$ cat config.mk
export PLATFORM = sky130hd
export DESIGN_NAME = lru_writeback_page_directory_flat
export DESIGN_NICKNAME = d
export VERILOG_FILES = /design/src/rtl/lwpd_pkg.sv /design/src/rtl/lwpd_req_if.sv /design/src/rtl/lwpd_rsp_if.sv /design/src/rtl/lru_writeback_page_directory.sv /design/src/rtl/lwpd_cmp.sv /design/src/flat_wrapper.sv
export SDC_FILE = /design/constraint.sdc
export NUM_CORES = 1
export LEC_CHECK = 0
export BUFFER_PORTS_ARGS = -buffer_cell sky130_fd_sc_hd__buf_2
export CORE_MARGIN = 2
export CORE_UTILIZATION = 23
export DETAILED_ROUTE_END_ITERATION = 6
export GPL_TIMING_DRIVEN = 0
export PLACE_DENSITY = 0.45
export SYNTH_ARGS = -nofsm -noshare
export SYNTH_HDL_FRONTEND = slang
export SYNTH_SLANG_ARGS = --single-unit
export TNS_END_PERCENT = 50
$ cat constraint.sdc
create_clock -name i_clk -period 13.95 [get_ports i_clk]
set_input_delay 0 -clock i_clk [delete_from_list [all_inputs] [get_ports i_clk]]
set_output_delay 0 -clock i_clk [all_outputs]
set_load 0.03 [all_outputs]
$ cat src/rtl/lwpd_pkg.sv
// ----------------------------------------------------------------------------
// lwpd_pkg
// Shared types and codes for the LRU write-back page directory.
// ----------------------------------------------------------------------------
package lwpd_pkg;

    localparam int unsigned CFG_IDX_W  = 1;
    localparam int unsigned CFG_DATA_W = 5;

    localparam logic [CFG_IDX_W-1:0] REG_ACTIVE_SLOTS = 1'd0;
    localparam logic [CFG_IDX_W-1:0] REG_READ_ONLY    = 1'd1;

    localparam logic [1:0] ACT_READ  = 2'd0;
    localparam logic [1:0] ACT_WRITE = 2'd1;
    localparam logic [1:0] ACT_FLUSH = 2'd2;
    localparam logic [1:0] ACT_NONE  = 2'd3;

    typedef enum logic [3:0] {
        S_IDLE,
        S_SCAN,
        S_DECIDE,
        S_PROMO,
        S_OUT,
        S_FI,
        S_FIW,
        S_FJ,
        S_FW,
        S_FORD,
        S_FPG,
        S_FCHK
    } t_state;

    typedef struct packed {
        logic eq;
        logic lt;
    } t_cmp;

endpackage

$ cat src/rtl/lwpd_req_if.sv
// ----------------------------------------------------------------------------
// lwpd_req_if
// Request channel: action and page number.
// ----------------------------------------------------------------------------
interface lwpd_req_if;
    logic        valid;
    logic        ready;
    logic [1:0]  action;
    logic [31:0] page_number;

    modport source (output valid, output action, output page_number, input ready);
    modport sink   (input valid, input action, input page_number, output ready);
endinterface

$ cat src/rtl/lwpd_rsp_if.sv
// ----------------------------------------------------------------------------
// lwpd_rsp_if
// Response channel: lookup result and write-back request.
// ----------------------------------------------------------------------------
interface lwpd_rsp_if;
    logic        valid;
    logic        ready;
    logic        hit;
    logic [3:0]  slot;
    logic        fetch_needed;
    logic        writeback_valid;
    logic [31:0] writeback_page;
    logic [3:0]  writeback_slot;
    logic        refused;
    logic        last;

    modport source (output valid, output hit, output slot, output fetch_needed,
                    output writeback_valid, output writeback_page,
                    output writeback_slot, output refused, output last,
                    input ready);
    modport sink   (input valid, input hit, input slot, input fetch_needed,
                    input writeback_valid, input writeback_page,
                    input writeback_slot, input refused, input last,
                    output ready);
endinterface

$ cat src/rtl/lru_writeback_page_directory.sv
// ----------------------------------------------------------------------------
// lru_writeback_page_directory
// Fully associative LRU page directory with write-back and flush.
// ----------------------------------------------------------------------------
// One item at a time, all work done by a sequencer around one 32-bit
// comparator and single-port-read memories for page, rank and flush order.
// An access runs a lookup scan, then a recency update scan over the filled
// slots. A flush first ranks the pages by page number, one compare per
// cycle, then walks the filled slots in that order and emits a write-back
// for each dirty one. Refused and ACT_NONE requests go straight to the response.
// Ready only in idle.
module lru_writeback_page_directory #(
    parameter int unsigned NUM_SLOTS = 16
) (
    input  logic                              i_clk,
    input  logic                              i_rst_n,
    lwpd_req_if.sink                          i_req,
    lwpd_rsp_if.source                        o_rsp,
    input  logic                              i_cfg_we,
    input  logic [lwpd_pkg::CFG_IDX_W-1:0]    i_cfg_idx,
    input  logic [lwpd_pkg::CFG_DATA_W-1:0]   i_cfg_data
);
    localparam int unsigned SW = $clog2(NUM_SLOTS);
    localparam int unsigned CW = $clog2(NUM_SLOTS + 1);
    localparam int unsigned ACT_RST = (NUM_SLOTS < 16) ? NUM_SLOTS : 16;

    function automatic logic [CW-1:0] f_clamp(input logic [lwpd_pkg::CFG_DATA_W-1:0] v);
        if (v == '0) return CW'(1);
        if (32'(v) > NUM_SLOTS) return CW'(NUM_SLOTS);
        return CW'(v);
    endfunction

    lwpd_pkg::t_state r_state, n_state;

    logic [CW-1:0]        r_idx, n_idx, r_jdx, n_jdx;
    logic                 r_pend, n_pend;
    logic [SW-1:0]        r_pidx, n_pidx;
    logic [1:0]           r_action, n_action;
    logic [31:0]          r_opnd, n_opnd;
    logic                 r_hit, n_hit;
    logic [SW-1:0]        r_hslot, n_hslot, r_hrank, n_hrank;
    logic [SW-1:0]        r_vslot, n_vslot;
    logic [31:0]          r_vpage, n_vpage;
    logic [SW-1:0]        r_s, n_s, r_old, n_old;
    logic [CW-1:0]        r_filled, n_filled;
    logic [CW-1:0]        r_active;
    logic                 r_ro;
    logic [NUM_SLOTS-1:0] r_dirty, n_dirty;
    logic [SW-1:0]        r_cnt, n_cnt, r_lrank, n_lrank, r_oidx, n_oidx;
    logic                 r_anyd, n_anyd, r_fl, n_fl;

    logic                 r_o_hit, n_o_hit, r_o_fetch, n_o_fetch;
    logic                 r_o_wbv, n_o_wbv, r_o_ref, n_o_ref, r_o_last, n_o_last;
    logic [3:0]           r_o_slot, n_o_slot, r_o_wbslot, n_o_wbslot;
    logic [31:0]          r_o_wbpage, n_o_wbpage;

    logic [31:0]          page_mem [NUM_SLOTS];
    logic [SW-1:0]        rank_mem [NUM_SLOTS];
    logic [SW-1:0]        ord_mem  [NUM_SLOTS];
    logic [31:0]          r_page_rd;
    logic [SW-1:0]        r_rank_rd, r_ord_rd;

    logic                 pg_we, rk_we, od_we;
    logic [SW-1:0]        pg_raddr, pg_waddr, rk_raddr, rk_waddr, rk_wdata;
    logic [SW-1:0]        od_raddr, od_waddr, od_wdata;
    logic [31:0]          pg_wdata;

    lwpd_pkg::t_cmp       cmp;
    logic                 req_acc, rsp_acc, scan_done, jscan_done, is_victim;

    lwpd_cmp u_cmp (.i_a(r_page_rd), .i_b(r_opnd), .o_res(cmp));

    assign req_acc    = i_req.valid && i_req.ready;
    assign rsp_acc    = o_rsp.valid && o_rsp.ready;
    assign scan_done  = (r_idx >= r_filled) && !r_pend;
    assign jscan_done = (r_jdx >= r_filled) && !r_pend;
    assign is_victim  = (CW'(r_rank_rd) == (r_filled - CW'(1)));

    assign i_req.ready          = (r_state == lwpd_pkg::S_IDLE);
    assign o_rsp.valid          = (r_state == lwpd_pkg::S_OUT);
    assign o_rsp.hit            = r_o_hit;
    assign o_rsp.slot           = r_o_slot;
    assign o_rsp.fetch_needed   = r_o_fetch;
    assign o_rsp.writeback_valid = r_o_wbv;
    assign o_rsp.writeback_page = r_o_wbpage;
    assign o_rsp.writeback_slot = r_o_wbslot;
    assign o_rsp.refused        = r_o_ref;
    assign o_rsp.last           = r_o_last;

    // next state
    always_comb begin
        n_state = r_state;
        case (r_state)
            lwpd_pkg::S_IDLE: begin
                if (req_acc) begin
                    if (i_req.action == lwpd_pkg::ACT_NONE) n_state = lwpd_pkg::S_OUT;
                    else if (i_req.action == lwpd_pkg::ACT_READ) n_state = lwpd_pkg::S_SCAN;
                    else if (r_ro) n_state = lwpd_pkg::S_OUT;
                    else if (i_req.action == lwpd_pkg::ACT_WRITE) n_state = lwpd_pkg::S_SCAN;
                    else n_state = lwpd_pkg::S_FI;
                end
            end
            lwpd_pkg::S_SCAN:   if (scan_done) n_state = lwpd_pkg::S_DECIDE;
            lwpd_pkg::S_DECIDE: n_state = lwpd_pkg::S_PROMO;
            lwpd_pkg::S_PROMO:  if (scan_done) n_state = lwpd_pkg::S_OUT;
            lwpd_pkg::S_OUT: begin
                if (rsp_acc) n_state = r_fl ? lwpd_pkg::S_FORD : lwpd_pkg::S_IDLE;
            end
            lwpd_pkg::S_FI: n_state = (r_idx >= r_filled) ? lwpd_pkg::S_FORD : lwpd_pkg::S_FIW;
            lwpd_pkg::S_FIW: n_state = lwpd_pkg::S_FJ;
            lwpd_pkg::S_FJ:  if (jscan_done) n_state = lwpd_pkg::S_FW;
            lwpd_pkg::S_FW:  n_state = lwpd_pkg::S_FI;
            lwpd_pkg::S_FORD: begin
                if (r_idx >= r_filled) n_state = r_anyd ? lwpd_pkg::S_IDLE : lwpd_pkg::S_OUT;
                else n_state = lwpd_pkg::S_FPG;
            end
            lwpd_pkg::S_FPG:  n_state = lwpd_pkg::S_FCHK;
            lwpd_pkg::S_FCHK: n_state = r_dirty[r_oidx] ? lwpd_pkg::S_OUT : lwpd_pkg::S_FORD;
            default: n_state = lwpd_pkg::S_IDLE;
        endcase
    end

    // datapath and memory controls
    always_comb begin
        n_idx = r_idx;  n_jdx = r_jdx;  n_pend = r_pend;  n_pidx = r_pidx;
        n_action = r_action;  n_opnd = r_opnd;  n_hit = r_hit;
        n_hslot = r_hslot;  n_hrank = r_hrank;  n_vslot = r_vslot;  n_vpage = r_vpage;
        n_s = r_s;  n_old = r_old;  n_filled = r_filled;  n_dirty = r_dirty;
        n_cnt = r_cnt;  n_lrank = r_lrank;  n_oidx = r_oidx;  n_anyd = r_anyd;
        n_fl = r_fl;
        n_o_hit = r_o_hit;  n_o_slot = r_o_slot;  n_o_fetch = r_o_fetch;
        n_o_wbv = r_o_wbv;  n_o_wbpage = r_o_wbpage;  n_o_wbslot = r_o_wbslot;
        n_o_ref = r_o_ref;  n_o_last = r_o_last;
        pg_we = 1'b0;  pg_waddr = r_s;  pg_wdata = r_opnd;  pg_raddr = r_idx[SW-1:0];
        rk_we = 1'b0;  rk_waddr = r_pidx;  rk_wdata = '0;  rk_raddr = r_idx[SW-1:0];
        od_we = 1'b0;  od_waddr = r_cnt;  od_wdata = r_idx[SW-1:0];
        od_raddr = r_idx[SW-1:0];
        case (r_state)
            lwpd_pkg::S_IDLE: begin
                n_o_hit = 1'b0;  n_o_slot = '0;  n_o_fetch = 1'b0;  n_o_wbv = 1'b0;
                n_o_wbpage = '0;  n_o_wbslot = '0;  n_o_last = 1'b1;
                n_o_ref = (i_req.action == lwpd_pkg::ACT_WRITE
                        || i_req.action == lwpd_pkg::ACT_FLUSH) && r_ro;
                n_action = i_req.action;
                n_opnd = i_req.page_number;
                n_idx = '0;  n_pend = 1'b0;  n_hit = 1'b0;  n_fl = 1'b0;
                n_anyd = 1'b0;  n_lrank = '0;
            end
            lwpd_pkg::S_SCAN: begin
                n_pend = (r_idx < r_filled);
                n_pidx = r_idx[SW-1:0];
                if (r_idx < r_filled) n_idx = r_idx + CW'(1);
                if (r_pend) begin
                    if (cmp.eq) begin
                        n_hit = 1'b1;  n_hslot = r_pidx;  n_hrank = r_rank_rd;
                    end
                    if (is_victim) begin
                        n_vslot = r_pidx;  n_vpage = r_page_rd;
                    end
                end
            end
            lwpd_pkg::S_DECIDE: begin
                n_o_hit = r_hit;  n_o_fetch = !r_hit;  n_o_last = 1'b1;
                n_o_ref = 1'b0;  n_o_wbv = 1'b0;  n_o_wbpage = '0;  n_o_wbslot = '0;
                if (r_hit) begin
                    n_s = r_hslot;  n_old = r_hrank;
                    if (r_action == lwpd_pkg::ACT_WRITE) n_dirty[r_hslot] = 1'b1;
                end else if (r_filled < r_active) begin
                    n_s = r_filled[SW-1:0];  n_old = r_filled[SW-1:0];
                    n_filled = r_filled + CW'(1);
                    pg_we = 1'b1;  pg_waddr = r_filled[SW-1:0];
                    n_dirty[r_filled[SW-1:0]] = (r_action == lwpd_pkg::ACT_WRITE);
                end else begin
                    n_s = r_vslot;  n_old = SW'(r_filled - CW'(1));
                    if (r_dirty[r_vslot]) begin
                        n_o_wbv = 1'b1;  n_o_wbpage = r_vpage;  n_o_wbslot = 4'(r_vslot);
                    end
                    pg_we = 1'b1;  pg_waddr = r_vslot;
                    n_dirty[r_vslot] = (r_action == lwpd_pkg::ACT_WRITE);
                end
                n_o_slot = 4'(n_s);
                n_idx = '0;  n_pend = 1'b0;
            end
            lwpd_pkg::S_PROMO: begin
                n_pend = (r_idx < r_filled);
                n_pidx = r_idx[SW-1:0];
                if (r_idx < r_filled) n_idx = r_idx + CW'(1);
                if (r_pend && r_pidx != r_s && r_rank_rd < r_old) begin
                    rk_we = 1'b1;  rk_waddr = r_pidx;  rk_wdata = r_rank_rd + SW'(1);
                end
                if (scan_done) begin
                    rk_we = 1'b1;  rk_waddr = r_s;  rk_wdata = '0;
                end
            end
            lwpd_pkg::S_OUT: begin
                if (rsp_acc && r_fl) n_idx = r_idx + CW'(1);
            end
            lwpd_pkg::S_FI: begin
                if (r_idx >= r_filled) n_idx = '0;
            end
            lwpd_pkg::S_FIW: begin
                n_opnd = r_page_rd;  n_jdx = '0;  n_pend = 1'b0;  n_cnt = '0;
            end
            lwpd_pkg::S_FJ: begin
                pg_raddr = r_jdx[SW-1:0];
                n_pend = (r_jdx < r_filled);
                if (r_jdx < r_filled) n_jdx = r_jdx + CW'(1);
                if (r_pend && cmp.lt) n_cnt = r_cnt + SW'(1);
            end
            lwpd_pkg::S_FW: begin
                rk_we = 1'b1;  rk_waddr = r_idx[SW-1:0];  rk_wdata = r_cnt;
                od_we = 1'b1;
                if (r_dirty[r_idx[SW-1:0]]) begin
                    n_anyd = 1'b1;
                    if (r_cnt >= r_lrank) n_lrank = r_cnt;
                end
                n_idx = r_idx + CW'(1);
            end
            lwpd_pkg::S_FORD: begin
                if (r_idx >= r_filled && !r_anyd) begin
                    n_o_hit = 1'b0;  n_o_slot = '0;  n_o_fetch = 1'b0;  n_o_wbv = 1'b0;
                    n_o_wbpage = '0;  n_o_wbslot = '0;  n_o_ref = 1'b0;
                    n_o_last = 1'b1;  n_fl = 1'b0;
                end
            end
            lwpd_pkg::S_FPG: begin
                pg_raddr = r_ord_rd;
                n_oidx = r_ord_rd;
            end
            lwpd_pkg::S_FCHK: begin
                if (r_dirty[r_oidx]) begin
                    n_o_hit = 1'b0;  n_o_slot = '0;  n_o_fetch = 1'b0;  n_o_ref = 1'b0;
                    n_o_wbv = 1'b1;  n_o_wbpage = r_page_rd;  n_o_wbslot = 4'(r_oidx);
                    n_o_last = (r_idx == CW'(r_lrank));
                    n_dirty[r_oidx] = 1'b0;
                    n_fl = 1'b1;
                end else begin
                    n_idx = r_idx + CW'(1);
                end
            end
            default: ;
        endcase
    end

    always_ff @(posedge i_clk) begin
        if (!i_rst_n) begin
            r_state  <= lwpd_pkg::S_IDLE;
            r_filled <= '0;
            r_active <= CW'(ACT_RST);
            r_ro     <= 1'b0;
            r_dirty  <= '0;
            r_pend   <= 1'b0;
            r_fl     <= 1'b0;
        end else begin
            r_state  <= n_state;
            r_filled <= n_filled;
            r_dirty  <= n_dirty;
            r_pend   <= n_pend;
            r_fl     <= n_fl;
            if (i_cfg_we) begin
                if (i_cfg_idx == lwpd_pkg::REG_ACTIVE_SLOTS && r_filled == '0)
                    r_active <= f_clamp(i_cfg_data);
                else if (i_cfg_idx == lwpd_pkg::REG_READ_ONLY)
                    r_ro <= i_cfg_data[0];
            end
        end
    end

    always_ff @(posedge i_clk) begin
        r_idx <= n_idx;  r_jdx <= n_jdx;  r_pidx <= n_pidx;  r_action <= n_action;
        r_opnd <= n_opnd;  r_hit <= n_hit;  r_hslot <= n_hslot;  r_hrank <= n_hrank;
        r_vslot <= n_vslot;  r_vpage <= n_vpage;  r_s <= n_s;  r_old <= n_old;
        r_cnt <= n_cnt;  r_lrank <= n_lrank;  r_oidx <= n_oidx;  r_anyd <= n_anyd;
        r_o_hit <= n_o_hit;  r_o_slot <= n_o_slot;  r_o_fetch <= n_o_fetch;
        r_o_wbv <= n_o_wbv;  r_o_wbpage <= n_o_wbpage;  r_o_wbslot <= n_o_wbslot;
        r_o_ref <= n_o_ref;  r_o_last <= n_o_last;
    end

    always_ff @(posedge i_clk) begin
        if (pg_we) page_mem[pg_waddr] <= pg_wdata;
        r_page_rd <= page_mem[pg_raddr];
    end

    always_ff @(posedge i_clk) begin
        if (rk_we) rank_mem[rk_waddr] <= rk_wdata;
        r_rank_rd <= rank_mem[rk_raddr];
    end

    always_ff @(posedge i_clk) begin
        if (od_we) ord_mem[od_waddr] <= od_wdata;
        r_ord_rd <= ord_mem[od_raddr];
    end

    a_filled_le_active: assert property (@(posedge i_clk) disable iff (!i_rst_n)
        r_filled <= r_active)
        else $error("filled slot count exceeds active slots");

    a_busy_after_req: assert property (@(posedge i_clk) disable iff (!i_rst_n)
        req_acc |=> (r_state != lwpd_pkg::S_IDLE))
        else $error("request transaction did not start work");

    a_last_ends: assert property (@(posedge i_clk) disable iff (!i_rst_n)
        (rsp_acc && o_rsp.last) |=> !o_rsp.valid)
        else $error("response valid right after final transaction");

    a_refused_clean: assert property (@(posedge i_clk) disable iff (!i_rst_n)
        (o_rsp.valid && o_rsp.refused) |-> (!o_rsp.writeback_valid && !o_rsp.hit))
        else $error("refused response carries lookup data");
endmodule

$ cat src/rtl/lwpd_cmp.sv
// ----------------------------------------------------------------------------
// lwpd_cmp
// Shared page number comparator used by lookup and flush ordering.
// ----------------------------------------------------------------------------
module lwpd_cmp (
    input  logic [31:0]    i_a,
    input  logic [31:0]    i_b,
    output lwpd_pkg::t_cmp o_res
);
    assign o_res.eq = (i_a == i_b);
    assign o_res.lt = (i_a < i_b);
endmodule

$ cat src/flat_wrapper.sv
// flat-port wrapper written by rule: the top's interface ports become plain ports
module lru_writeback_page_directory_flat 
#(
    parameter int unsigned NUM_SLOTS = 16
)
  (i_clk, i_rst_n, i_cfg_we, i_cfg_idx, i_cfg_data, i_req_valid, i_req_action, i_req_page_number, i_req_ready, o_rsp_valid, o_rsp_hit, o_rsp_slot, o_rsp_fetch_needed, o_rsp_writeback_valid, o_rsp_writeback_page, o_rsp_writeback_slot, o_rsp_refused, o_rsp_last, o_rsp_ready);
  lwpd_req_if i_req_i ();
  lwpd_rsp_if o_rsp_i ();
  input  logic i_clk;
  input  logic i_rst_n;
  input  logic i_cfg_we;
  input  logic [lwpd_pkg::CFG_IDX_W-1:0] i_cfg_idx;
  input  logic [lwpd_pkg::CFG_DATA_W-1:0] i_cfg_data;
  input wire logic [$bits(i_req_i.valid)-1:0] i_req_valid;
  input wire logic [$bits(i_req_i.action)-1:0] i_req_action;
  input wire logic [$bits(i_req_i.page_number)-1:0] i_req_page_number;
  output wire logic [$bits(i_req_i.ready)-1:0] i_req_ready;
  output wire logic [$bits(o_rsp_i.valid)-1:0] o_rsp_valid;
  output wire logic [$bits(o_rsp_i.hit)-1:0] o_rsp_hit;
  output wire logic [$bits(o_rsp_i.slot)-1:0] o_rsp_slot;
  output wire logic [$bits(o_rsp_i.fetch_needed)-1:0] o_rsp_fetch_needed;
  output wire logic [$bits(o_rsp_i.writeback_valid)-1:0] o_rsp_writeback_valid;
  output wire logic [$bits(o_rsp_i.writeback_page)-1:0] o_rsp_writeback_page;
  output wire logic [$bits(o_rsp_i.writeback_slot)-1:0] o_rsp_writeback_slot;
  output wire logic [$bits(o_rsp_i.refused)-1:0] o_rsp_refused;
  output wire logic [$bits(o_rsp_i.last)-1:0] o_rsp_last;
  input wire logic [$bits(o_rsp_i.ready)-1:0] o_rsp_ready;
  assign i_req_i.valid = i_req_valid;
  assign i_req_i.action = i_req_action;
  assign i_req_i.page_number = i_req_page_number;
  assign i_req_ready = i_req_i.ready;
  assign o_rsp_valid = o_rsp_i.valid;
  assign o_rsp_hit = o_rsp_i.hit;
  assign o_rsp_slot = o_rsp_i.slot;
  assign o_rsp_fetch_needed = o_rsp_i.fetch_needed;
  assign o_rsp_writeback_valid = o_rsp_i.writeback_valid;
  assign o_rsp_writeback_page = o_rsp_i.writeback_page;
  assign o_rsp_writeback_slot = o_rsp_i.writeback_slot;
  assign o_rsp_refused = o_rsp_i.refused;
  assign o_rsp_last = o_rsp_i.last;
  assign o_rsp_i.ready = o_rsp_ready;
  lru_writeback_page_directory #(.NUM_SLOTS(NUM_SLOTS)) u_core (.i_clk(i_clk), .i_rst_n(i_rst_n), .i_req(i_req_i), .o_rsp(o_rsp_i), .i_cfg_we(i_cfg_we), .i_cfg_idx(i_cfg_idx), .i_cfg_data(i_cfg_data));
endmodule
Word level (Yosys, flattened, before mapping)
Memory sizes are Yosys's and may differ from the RTL's. A register that Yosys moved wholly into a read port is not among the register bits.
Index checks and enable logic that the tools add are counted.
Storage, ports and cells
  flip-flop bits (word level): 192
  bits in writable memories: 640
  memories: 3
Memories
  u_core.page_mem: words 16, bits a word 32, read ports 1, clocked after memory_dff 1, write ports 1, RTL line lru_writeback_page_directory.sv:57  | logic [31:0] page_mem [NUM_SLOTS];
  u_core.ord_mem: words 16, bits a word 4, read ports 1, clocked after memory_dff 1, write ports 1, RTL line lru_writeback_page_directory.sv:59  | logic [SW-1:0] ord_mem [NUM_SLOTS];
  u_core.rank_mem: words 16, bits a word 4, read ports 1, clocked after memory_dff 1, write ports 1, RTL line lru_writeback_page_directory.sv:58  | logic [SW-1:0] rank_mem [NUM_SLOTS];
Cells by class
  $add $sub $neg: 6
  $lt $le $gt $ge: 18
  equality and inequality tests: 37
  multiplexer cells: 120
  bitwise logic cells: 6
  reductions and logical operators: 52
Operators by type and width (count)
  $mux W32: 5
  $pmux W32 S4: 1
  $mux W4: 30
  $mux W16: 4
  $pmux W32 S2: 1
  $pmux W4 S12: 1
  $mux W5: 9
  $pmux W4 S2: 5
  $mux W1: 38
  $bwmux W16: 2
  $eq A32 B32 Y1: 1
  $lt A32 B32 Y1: 1
  $pmux W16 S2: 1
  $pmux W4 S4: 2
  $pmux W5 S6: 1
  $reduce_and A3 Y1: 10
  $ne A2 B1 Y1 const B: 13
  $lt A4 B5 Y1 const B: 5
  $and A16 B16 Y16: 1
  $demux W1 S4: 4
  $eq A4 B3 Y1 const B: 4
  $eq A4 B4 Y1 const B: 4
  $ge A4 B1 Y1 const B: 4
  $not A16 Y16: 1
  39 further kinds: 91

Longest topological paths before layout
  word-level depth: 11
  gate-level depth with buffers: 12
  mapped depth without buffers: 9

Hierarchy
From an unflattened synthesis, not the netlist that was laid out.
Second synthesis, totals
  cell total of the unflattened synthesis: 3158
  area total of the unflattened synthesis: 40634.0 sq um
Modules (own cells, without submodules)
  lru_writeback_page_directory: times used 1, cells each 3043, area an instance 39821.9 sq um, seq. area each 25454.4 sq um
  lwpd_cmp: times used 1, cells each 115, area an instance 812.0 sq um, seq. area each 0.0 sq um

Least setup slack after synthesis
OpenSTA, ideal clock, no wires.
  kind: reg2reg
  start point: reg u_core.r_filled[1]
  end point: reg u_core.r_vpage[0] (enable)
  library setup time: 474 ps
  arrival: 3933 ps
  required time: 13476 ps
  path slack: 9543 ps
  stages on the path, launching flop included: 9
  path buffers: 1
  cell sequence: dfxtp_1 clkbuf_1 inv_1 ha_1 o21ai_0 nor2_1 a211oi_1 a41oi_1 nor3_1
Between the ends
  cells in the longest elaborated chain, start to end: 3
RTL lines
  start: declaration: RTL line lru_writeback_page_directory.sv:45  | logic [CW-1:0] r_filled, n_filled;
  start signal: assignment: RTL line lru_writeback_page_directory.sv:256  | r_filled <= n_filled;
  $sub A5 B1 Y5: RTL line lru_writeback_page_directory.sv:77  | assign is_victim = (CW'(r_rank_rd) == (r_filled - CW'(1)));
  $eq A4 B5 Y1: RTL line lru_writeback_page_directory.sv:77
  $reduce_and A3 Y1 (no line)
  end signal: assignment: RTL line lru_writeback_page_directory.sv:272  | r_vslot <= n_vslot; r_vpage <= n_vpage; r_s <= n_s; r_old <= n_old;
  end: declaration: RTL line lru_writeback_page_directory.sv:43  | logic [31:0] r_vpage, n_vpage;
No other way between the ends.
A chain may end at the register's enable or synchronous reset.

Worst setup path in the final report
  start point: reg u_core.r_idx[0]
  end point: mem u_core.rank_mem[10][0] (netlist name) (enable)
Between the ends
  cells in the longest elaborated chain, start to end: 6
RTL lines
  start: declaration: RTL line lru_writeback_page_directory.sv:35  | logic [CW-1:0] r_idx, n_idx, r_jdx, n_jdx;
  start signal: assignment: RTL line lru_writeback_page_directory.sv:270  | r_idx <= n_idx; r_jdx <= n_jdx; r_pidx <= n_pidx; r_action <= n_action;
  $ge A5 B5 Y1: RTL line lru_writeback_page_directory.sv:75  | assign scan_done = (r_idx >= r_filled) && !r_pend;
  $logic_and A1 B1 Y1: RTL line lru_writeback_page_directory.sv:75
  $mux W1: RTL line lru_writeback_page_directory.sv:191  | if (scan_done) begin
  $pmux W1 S2: RTL line lru_writeback_page_directory.sv:138  | case (r_state)
  $mux W1: RTL line lru_writeback_page_directory.sv:285  | if (rk_we) rank_mem[rk_waddr] <= rk_wdata;
  $mux W1 (implied by the code): RTL line lru_writeback_page_directory.sv:285
  end: declaration: RTL line lru_writeback_page_directory.sv:58
Several ways; a longest one is shown, not always the timed one.

==> impl_metrics.json <==
{
  "cts_tree": "built",
  "place_hpwl_um": 83100,
  "cts_made_buffers": 90,
  "cts_resized": 0,
  "numPortBuffers": 90,
  "wl_um": 120000,
  "cts_sinks": 872,
  "antenna_found_initial": 4,
  "syn_inst": 2741,
  "crit_fanout": 19,
  "p_leak_nw": 14.9,
  "endpoint_kind": "flop",
  "floorplan.initialDensity": 0.232,
  "ys_ff_latch": 872,
  "tightest_slew_ns": 1.30,
  "die_y_um": 404,
  "setup-violations-final": 0,
  "setup_ws_ns": 9.57,
  "period_minus_slack_ns": 4.38,
  "grt_pass1_wl_um": 172000,
  "clockBufferDepth": 3,
  "dr.pass1.iters": 5,
  "startpoint_type": "flop",
  "worstPathCellList": "buf_2, buf_2, buf_2, inv_1, ha_1, nand2_1, o211ai_1, and2_1, a221oi_2, nand2_1, nor2_1",
  "synth_edf_count": 799,
  "finalClockSkew_ns": 0.0402,
  "avgRoutedWirePerCell_um": 23.3,
  "vias_per_cell": 4.61,
  "slew_headroom": 0.133,
  "ant_nets": 0,
  "min_path_type": "primary input to flop",
  "grt_overflow_total": 0,
  "clk_latency_ns": 0.69,
  "post-route-period-util": 0.314,
  "drc_errors": 0,
  "yosys_warnings": 0,
  "ys_seq_area_frac": 0.693,
  "ys.flop_type": "edfxtp_1",
  "num_antenna_cells": 0,
  "grt_usage": 0.145,
  "cp_common_cell": "buf_2",
  "synth.distinct_cells": 80,
  "critPathArrivalTime_ns": 4.71,
  "die_area_um2": 163000,
  "crit_required_ns": 14.28,
  "cts-root-buf": "clkbuf_16",
  "status": "finished, final reports clean",
  "p_per_area_nw_per_um2": 196,
  "dpl_cell_area_um2": 40500,
  "nets": 3115,
  "ctsHoldBuffers": 49,
  "drt-initial-drc-count": 2271,
  "slew_violations": 0,
  "p_total_mw": 8.67,
  "synthArstFlopShare": 0,
  "rsz0062_at_grt": "false",
  "cts-htree-levels": 3,
  "io_pins": 92,
  "syn_avg_cell_area_um2": 13.4,
  "place_congestion": 0.860,
  "dp_slack_ns": 9.33,
  "max-cap-violations": 0,
  "finalInstanceArea_um2": 44100,
  "grt_max_degree": 34,
  "die_x_um": 404,
  "ir_worst_vdd_mv": 0.0931,
  "register_area_um2": 25500,
  "fill_cells": 16202,
  "num_rows": 146,
  "grt_pass1_vias": 23329,
  "slowest_delay_ns": 0.83,
  "worstSetupPathType": "flop to flop",
  "clk_pin_slew_worst_paths_ns": 0.06,
  "post_cts_buffers": 0,
  "fin_tns_setup_ns": 0,
  "area_growth_pct": 20.0,
  "cp_top_family": "buffers and inverters",
  "drive_above_1_share": 0.144,
  "fp.coreArea_um2": 159000,
  "fmax_mhz": 228,
  "syn_nets": 2854,
  "hold_violations": 0,
  "vias": 23704,
  "cpMaxStageDelayCell": "edfxtp_1",
  "multiInputGateArea_um2": 10500,
  "synth_area_um2": 36800,
  "critical_path_buf_inv_count": 4
}
-- cell usage in the layout, fill, tap and decap left out, types with 11 or more instances in the layout --
cell           synthesis  final
a31oi_1               64     64
clkinv_1               3     23
xor2_1                11     11
nor2_1                96     80
nor3_1                23     22
o211ai_1              12     12
buf_12                 0     13
o31ai_1               12     12
nand3_1              228    228
nand2b_1              18     18
clkinv_2               0     13
o21ai_1               30     32
o21ai_0               46     44
buf_2                 57    147
edfxtp_1             799    799
a22o_1                34     34
nor2_4                 0     16
xnor2_1               19     19
mux2i_1               28     28
nand4_1               40     40
clkbuf_1              84     95
a21o_1                19     19
o22ai_1               22     21
clkbuf_16              0     92
inv_1                 68     68
nand2_1              520    519
mux2_2                32     32
and2_1                31     31
nor2b_1               17     17
a32oi_1               23     23
mux4_2                53     53
dlygate4sd3_1          0     49
dfxtp_1               73     73
a21oi_1               66     66
ha_1                  68     68
and3_1                12     11
bufinv_16              0     13
-- worst reg2reg max path: stages (launching register included) --
cell,delay (ns)
edfxtp_1,0.83
buf_2,0.39
buf_2,0.38
buf_2,0.39
inv_1,0.13
ha_1,0.29
nand2_1,0.08
o211ai_1,0.21
and2_1,0.28
a221oi_2,0.43
nand2_1,0.22
nor2_1,0.41
-- per-layer routing --
| layer | track usage | part of all wire | vias to the layer above |
|---|---|---|---|
| met5 | 0 | 0.00034 | - |
| met4 | 0.0415 | 0.022 | 6 |
| met3 | 0.0183 | 0.050 | 162 |
| met2 | 0.237 | 0.47 | 672 |
| met1 | 0.201 | 0.45 | 12013 |
| li1 | - | - | 10851 |
-- logic make-up (layout without fill, tap and decap cells) --
family                     count (synthesis)  after routing  synth area share
AOI/OAI and AO/OA                        406            406            0.0755
xor gates and xnor gates                  30             30           0.00715
adders and majority gates                 68             68            0.0232
buffers and inverters                    231            565            0.0268
DFF                                      872            872             0.693
muxes                                    114            114            0.0503
and+or+nand+nor                         1020           1020             0.124
-- final timing paths --
kind                       start                      to  slack, ns  depth (start not counted)
max              u_core.r_idx[0]  u_core.rank_mem[10][0]       9.57                         11
min              i_req_action[1]      u_core.r_action[1]       0.12                          2
max reg2reg      u_core.r_idx[0]  u_core.rank_mem[10][0]       9.57                         11
min reg2reg  u_core.r_page_rd[0]       u_core.r_vpage[0]       0.43                          0
-- layout make-up --
| type | instances | share of cell area |
|---|---|---|
| multi-input cells | 1638 | 0.237 |
| clock inverters | 60 | 0.0159 |
| inverters | 71 | 0.00604 |
| plain buffers | 160 | 0.0163 |
| flip-flops and latches | 872 | 0.577 |
| well taps | 2072 | 0.0588 |
| clock buffers | 105 | 0.0537 |
| repair buffers | 169 | 0.0353 |
-- per-stage QoR --
stage               instances  hold slack (ns)   util
floorplan                2741           0.0989      -
global placement         4903            0.266  0.251
detailed placement       4933            0.269  0.256
CTS                      5147           0.0754  0.278
global route             5147            0.109  0.278
finish                   5147            0.122  0.278
-- flip-flops by register name, indices dropped and copies added (netlist names), 5 cells and up --
signal,cells
u_core.page_mem,512
u_core.ord_mem,64
u_core.rank_mem,64
u_core.o_rsp.writeback_page,32
u_core.pg_wdata,32
u_core.r_page_rd,32
u_core.r_vpage,32
u_core.r_dirty,16
u_core.r_active,5
u_core.r_filled,5
u_core.r_idx,5
u_core.r_jdx,5
-- cells in the mapped netlist, drive strengths merged, types with 4 or more instances --
| cell | count | area (um2) |
|---|---|---|
| a21oi | 66 | 330 |
| clkbuf | 85 | 320 |
| nor3b | 10 | 80.1 |
| o21ai | 76 | 380 |
| nor2 | 97 | 367 |
| and3 | 12 | 75.1 |
| mux4 | 53 | 1190 |
| o21a | 8 | 60.1 |
| o211a | 4 | 40.0 |
| buf | 75 | 398 |
| a21o | 19 | 143 |
| xnor2 | 19 | 166 |
| inv | 68 | 255 |
| o211ai | 12 | 90.1 |
| mux2 | 32 | 360 |
| edfxtp | 799 | 24000 |
| o32ai | 5 | 43.8 |
| a31oi | 65 | 413 |
| or3 | 5 | 31.3 |
| o311a | 4 | 40.0 |
| o21bai | 4 | 30.0 |
| o22ai | 22 | 138 |
| nor3 | 24 | 125 |
| a221oi | 13 | 133 |
| or2 | 5 | 31.3 |
| mux2i | 29 | 294 |
| o31ai | 12 | 90.1 |
| o221ai | 10 | 87.6 |
| xor2 | 11 | 96.3 |
| nand2b | 18 | 113 |
| nand4 | 40 | 250 |
| a32oi | 23 | 201 |
| nand2 | 521 | 1960 |
| o311ai | 8 | 70.1 |
| and2 | 31 | 194 |
| nor2b | 17 | 106 |
| nand3 | 228 | 1140 |
| dfxtp | 73 | 1460 |
| ha | 68 | 851 |
| a22o | 34 | 298 |
-- power by group --
group	total, mW	switching (mW)	internal [mW]
registers	3.81	0.407	3.40
clock network	2.53	1.06	1.47
logic	2.33	1.63	0.699
total	8.67	3.10	5.56
No activity file was read; power rests on OpenSTA's default activity.
